--- src/hdl/fault_latch_with_history_ring_core_defines.svh ---
// Assertion macros for the fault latch core.
// Each macro takes a label, the clock, the reset, an antecedent and a consequent.
`ifndef FAULT_LATCH_WITH_HISTORY_RING_CORE_DEFINES_SVH
`define FAULT_LATCH_WITH_HISTORY_RING_CORE_DEFINES_SVH

`ifndef SYNTHESIS

// Consequent must hold in the same cycle as the antecedent
`define FLHR_ASSERT_SAME(label, clk, rst, ante, cons) \
  label: assert property (@(posedge clk) disable iff (rst) (ante) |-> (cons)) \
    else $error("flhr assertion failed");

// Consequent must hold in the cycle after the antecedent
`define FLHR_ASSERT_NEXT(label, clk, rst, ante, cons) \
  label: assert property (@(posedge clk) disable iff (rst) (ante) |=> (cons)) \
    else $error("flhr assertion failed");

`else

`define FLHR_ASSERT_SAME(label, clk, rst, ante, cons)
`define FLHR_ASSERT_NEXT(label, clk, rst, ante, cons)

`endif

`endif

--- src/hdl/flhr_pkg.sv ---
`timescale 1ns / 1ps

package flhr_pkg;

  // Field widths
  localparam int MODE_W   = 3;
  localparam int FCODE_W  = 6;
  localparam int OFFSET_W = 5;
  localparam int STATUS_W = 2;
  localparam int MASK_W   = 37;
  localparam int HCOUNT_W = 6;
  localparam int WORD_W   = 32;
  localparam int BYTE_W   = 8;
  localparam int PACK_W   = 64;

  // Operation codes
  localparam logic [MODE_W-1:0] MODE_RAISE    = 3'd0;
  localparam logic [MODE_W-1:0] MODE_KILL     = 3'd1;
  localparam logic [MODE_W-1:0] MODE_KILL_ALL = 3'd2;
  localparam logic [MODE_W-1:0] MODE_READ_LOG = 3'd3;
  localparam logic [MODE_W-1:0] MODE_READ_CTX = 3'd4;

  // Result status codes
  localparam logic [STATUS_W-1:0] ST_OK      = 2'd0;
  localparam logic [STATUS_W-1:0] ST_NOCHG   = 2'd1;
  localparam logic [STATUS_W-1:0] ST_BADCODE = 2'd2;
  localparam logic [STATUS_W-1:0] ST_BADOFF  = 2'd3;

  // Stored context: ids pack timestamp, slave, cell, channel, contactor;
  // vals pack measured and threshold
  typedef struct packed {
    logic [PACK_W-1:0] ids;
    logic [PACK_W-1:0] vals;
  } ctx_entry_t;

  typedef struct packed {
    logic                en;
    logic [FCODE_W-1:0]  addr;
    ctx_entry_t          data;
  } ctx_wr_t;

  // One event in the history ring
  typedef struct packed {
    logic [FCODE_W-1:0]  code;
    logic                raised;
    ctx_entry_t          ctx;
  } log_entry_t;

  typedef struct packed {
    logic        en;
    log_entry_t  entry;
  } log_wr_t;

endpackage

--- src/hdl/flhr_log_ring.sv ---
`timescale 1ns / 1ps

module flhr_log_ring #(
  parameter int LOG_DEPTH = 32,
  parameter int HCNT_W    = $clog2(LOG_DEPTH + 1)
) (
  input  logic                           clk,
  input  logic                           rst,
  input  flhr_pkg::log_wr_t              wr,
  input  logic                           rd_en,
  input  logic [flhr_pkg::OFFSET_W-1:0]  rd_offset,
  output logic                           offset_ok,
  output logic [HCNT_W-1:0]              count,
  output flhr_pkg::log_entry_t           rd_data
);
  import flhr_pkg::*;

  localparam int SLOT_W = $clog2(LOG_DEPTH);
  localparam int ADD_W  = ((SLOT_W > OFFSET_W) ? SLOT_W : OFFSET_W) + 1;

  log_entry_t         mem [LOG_DEPTH];
  logic [SLOT_W-1:0]  oldest;
  logic [SLOT_W-1:0]  next_slot;
  logic [ADD_W-1:0]   slot_sum;
  logic [SLOT_W-1:0]  rd_slot;

  // Offset is only served below the fill count
  assign offset_ok = ADD_W'(rd_offset) < ADD_W'(count);

  // Wrap oldest + offset; the sum stays below twice the depth
  assign slot_sum = ADD_W'(oldest) + ADD_W'(rd_offset);
  assign rd_slot  = (slot_sum >= ADD_W'(LOG_DEPTH)) ?
                    SLOT_W'(slot_sum - ADD_W'(LOG_DEPTH)) : SLOT_W'(slot_sum);

  // Write port
  always_ff @(posedge clk) begin
    if (wr.en) begin
      mem[next_slot] <= wr.entry;
    end
  end

  // Registered read port
  always_ff @(posedge clk) begin
    if (rd_en) begin
      rd_data <= mem[rd_slot];
    end
  end

  // Advance ring pointers; drop the oldest entry once full
  always_ff @(posedge clk) begin
    if (rst) begin
      oldest    <= '0;
      next_slot <= '0;
      count     <= '0;
    end else if (wr.en) begin
      next_slot <= (next_slot == SLOT_W'(LOG_DEPTH - 1)) ? '0 : next_slot + SLOT_W'(1);
      if (count < HCNT_W'(LOG_DEPTH)) begin
        count <= count + HCNT_W'(1);
      end else begin
        oldest <= (oldest == SLOT_W'(LOG_DEPTH - 1)) ? '0 : oldest + SLOT_W'(1);
      end
    end
  end

endmodule

--- config.mk ---
export PLATFORM = sky130hd
export DESIGN_NAME = flhr_log_ring
export DESIGN_NICKNAME = d
export VERILOG_FILES = /design/src/hdl/fault_latch_with_history_ring_core_defines.svh /design/src/hdl/flhr_pkg.sv /design/src/hdl/flhr_log_ring.sv
export SDC_FILE = /design/constraint.sdc
export NUM_CORES = 2
export LEC_CHECK = 0
export BUFFER_PORTS_ARGS = -buffer_cell sky130_fd_sc_hd__buf_2
export CAP_MARGIN = 20
export CELL_PAD_IN_SITES_DETAIL_PLACEMENT = 1
export CELL_PAD_IN_SITES_GLOBAL_PLACEMENT = 1
export CORE_MARGIN = 3
export CORE_UTILIZATION = 56
export DETAILED_ROUTE_END_ITERATION = 8
export PLACE_DENSITY_LB_ADDON = 0.2
export SKIP_CTS_REPAIR_TIMING = 1
export SLEW_MARGIN = 10
export SYNTH_ARGS = -nofsm -noshare
export SYNTH_HDL_FRONTEND = slang
export SYNTH_MEMORY_MAX_BITS = 65536
export SYNTH_SLANG_ARGS = --single-unit
--- constraint.sdc ---
create_clock -name clk -period 18.5 [get_ports clk]
set_input_delay 1.85 -clock clk [delete_from_list [all_inputs] [get_ports clk]]
set_output_delay 1.85 -clock clk [all_outputs]
set_load 0.05 [all_outputs]
==> impl_results.md <==
* Pleak at 59.74 nW
* Crit-path cells: buf_2 -> ha_4 -> inv_1 -> fa_4 -> buf_12 -> buf_4 -> buf_4 -> buf_4 -> mux4_2 -> mux2_2 -> o22ai_1 -> a221oi_2
* Stages on worst setup path at 12
* Io pins at 286
* Worst EP arrival at 7.63 ns
* Cell taking the most area after synthesis: edfxtp_1
* Cell family with most CP delay: buffers and inverters
* Buf+Inv Stages, Crit Path at 6
* Yosys reg bits at 4471
* Initial antenna violation count at 75
* Final Slew Violations at 0
* Design Power at 20.99 mW
* Top cell type's share of synthesized area at 0.7900
* Die Wd at 555.9 um
* Post-Syn Instances at 6875
* Initial Util at 0.5639
* WL/cell at 37.83 um
* Total GRT Usage at 0.2900
* DR pass1 iterations at 5
* Met2 usage in global routing at 0.4674
* CTS max path bufs at 4
* Final Skew at 0.07306 ns
* Setup TNS at 0 ns
* First-pass GRT wire length at 635.4 mm
* DP HPWL at 219.1 mm
* Worst EP required at 19.13 ns
* Via count at 79530
* RR Endpoint: rd_data[91]
* Critical path startpoint: rd_offset[0]
* Die Height at 555.9 um
* CP max stage cell: fa_4
* Cell Area, Synth at 0.1693 sq mm
* CP Class: input port to flip-flop
* Worst Setup End Kind: flip-flop
* Max-cap violations at 0
* Max-slew headroom at 0.1591
* PD cells at 110.5 mW/mm^2
* R2R depth at 11
* Endpoints failing setup at 0
* Ys flop type: edfxtp_1
* Synth cell types at 47
* Hold Crit Class: flip-flop to flip-flop
* Core Rows at 201
* Placer Congestion at 0.7338
* Met3 Usage GRT at 0.04332
* Die area at 0.3090 sq mm
* Post-Syn Nets at 7036
* Clock Latency Late Sink at 0.97 ns
* Core Box Area at 0.3003 sq mm
* CTS clk-pin slew, worst paths at 0.06 ns
* Status: finished clean
* Final hold vios at 0
* Final ANT Viol Nets at 0
* Startpoint types: input port
* Synth top area cells: edfxtp_1 (79%), mux4_2 (14%), mux2i_1 (1.6%), mux2_2 (1.6%), a221oi_2 (0.56%)
* Crit-path max cell delay at 1.34 ns
* CTS tree: yes
* Most frequent cells in the layout: edfxtp_1 (4455), mux4_2 (1080), clkbuf_16 (440), buf_2 (284), mux2i_1 (273)
* Post-synth EDFFs at 4455
* Vias/cell at 6.760
* Syn Area/Cell at 24.63 sq um
* Unrepaired setup endpoints after global routing: no
* # H-tree levels at 5
* Crit-path max FO at 123
* Root Driver: clkbuf_16
* Clock Sink Count at 4471
* Final period utilization at 0.3784
* Tmin final at 7.001 ns
* Total congestion overflow at 0
* Met1 Track Usage GR at 0.4251
* Slew of the pin with the lowest slew margin at 1.261 ns
* Most common cell after layout, fill and taps aside: edfxtp_1
* Routed WL at 445.1 mm
* Reg-to-Reg Start: oldest[0]
* Layout net count at 7568
* FFs w/ async S/R, synth at 0
* Layout cells sized above 1 at 0.3222
* Max Fclk at 142.8 MHz
* Layout area overhead at 12.15%
* Critical path destination: rd_data[91]
* Number of buffers added on ports at 285
* DRC viols at 0
* Largest net degree at the start of global routing at 134
* Vias in the first global route at 83730
* Starting DRC count in detailed routing at 11460
* Seq/Total Area, Yosys at 0.7919
* Final Util at 0.6324
* Synthesis Warnings at 0
* Busiest grt layer: met2
* Most used cell, CP: buf_4
* Peak VDD IR at 0.1045 mV
* R2R Setup Slk at 12.02 ns
* CTS buffer count at 438
## cells in the mapped netlist, types with 15 or more instances
| master | number |
|---|---|
| mux4_2 | 1080 |
| nor2_1 | 34 |
| dfxtp_1 | 16 |
| clkbuf_1 | 117 |
| a221oi_1 | 71 |
| mux2_2 | 242 |
| a221oi_2 | 63 |
| buf_4 | 29 |
| mux2_1 | 28 |
| edfxtp_1 | 4455 |
| buf_2 | 184 |
| buf_1 | 28 |
| o22ai_1 | 135 |
| mux2i_1 | 273 |
| nor3_1 | 15 |
| ha_1 | 16 |
## cell type report
class	count	area (sq um)
Timing Repair Buffer	456	3053
Tap cell	3958	4952
Multi-Input combinational cell	2030	33680
Sequential cell	4471	134100
Clock buffer	521	11310
Clock inverter	289	2696
Inverter	10	37.54
Fill cell	23500	110400
Antenna cell	30	75.07
## cells by family after synthesis
logic type / share of synthesized area
DFF: 0.7919
muxes: 0.1777
buffers and inverters: 0.01056
xor gates and xnor gates: 0.0004729
and+or+nand+nor: 0.002623
adders and majority gates: 0.001300
AOI/OAI and AO/OA: 0.01542
## power by group
part	internal, mW	switching (mW)
Combinational	0.370	0.651
Sequential	11.2	0.0397
Clock	4.86	3.83
## tightest hold or removal path: cells and delay by family (launching register included)
| kind | cells | cell delay, ns |
|---|---|---|
| DFF | 1 | 0.33 |
| AOI/OAI and AO/OA | 1 | 0.06 |
| and+or+nand+nor | 1 | 0.06 |
## metrics by stage
step,cells,hold slack [ns],worst slack (ns),cell area [sq um]
after floorplan,6875,0.4652,2.654,169300
after global placement,10920,0.4775,10.71,175800
after detailed placement,10920,0.4966,10.61,175800
after CTS,11730,0.5054,11.63,189800
after global routing,11750,0.5307,11.39,189900
final,11770,0.4994,11.50,189900
## flip-flops by register name, summed over array words and instances, names as in the netlist
signal,count
next_slot,5
rd_data,135
mem,4320
oldest,5
count,6
## metal layers
layer  part of all wire  vias to the layer above
li1                   -                    30940
met5            0.00037                        -
met2               0.50                     4435
met4              0.023                       24
met3              0.092                      657
met1               0.39                    43480
## worst min-delay path by stage
| stage | from | to | slack [ns] | depth (start not counted) |
|---|---|---|---|---|
| 2_1_floorplan | oldest[4] | oldest[4] | 0.47 | 2 |
| 3_3_place_gp | oldest[4] | oldest[4] | 0.48 | 2 |
| 3_5_place_dp | oldest[4] | oldest[4] | 0.50 | 2 |
| 4_1_cts | oldest[4] | oldest[4] | 0.51 | 2 |
| 5_1_grt | oldest[4] | oldest[4] | 0.53 | 2 |
| 6_report | oldest[4] | oldest[4] | 0.50 | 2 |
Power figures use the tool's default switching activity.
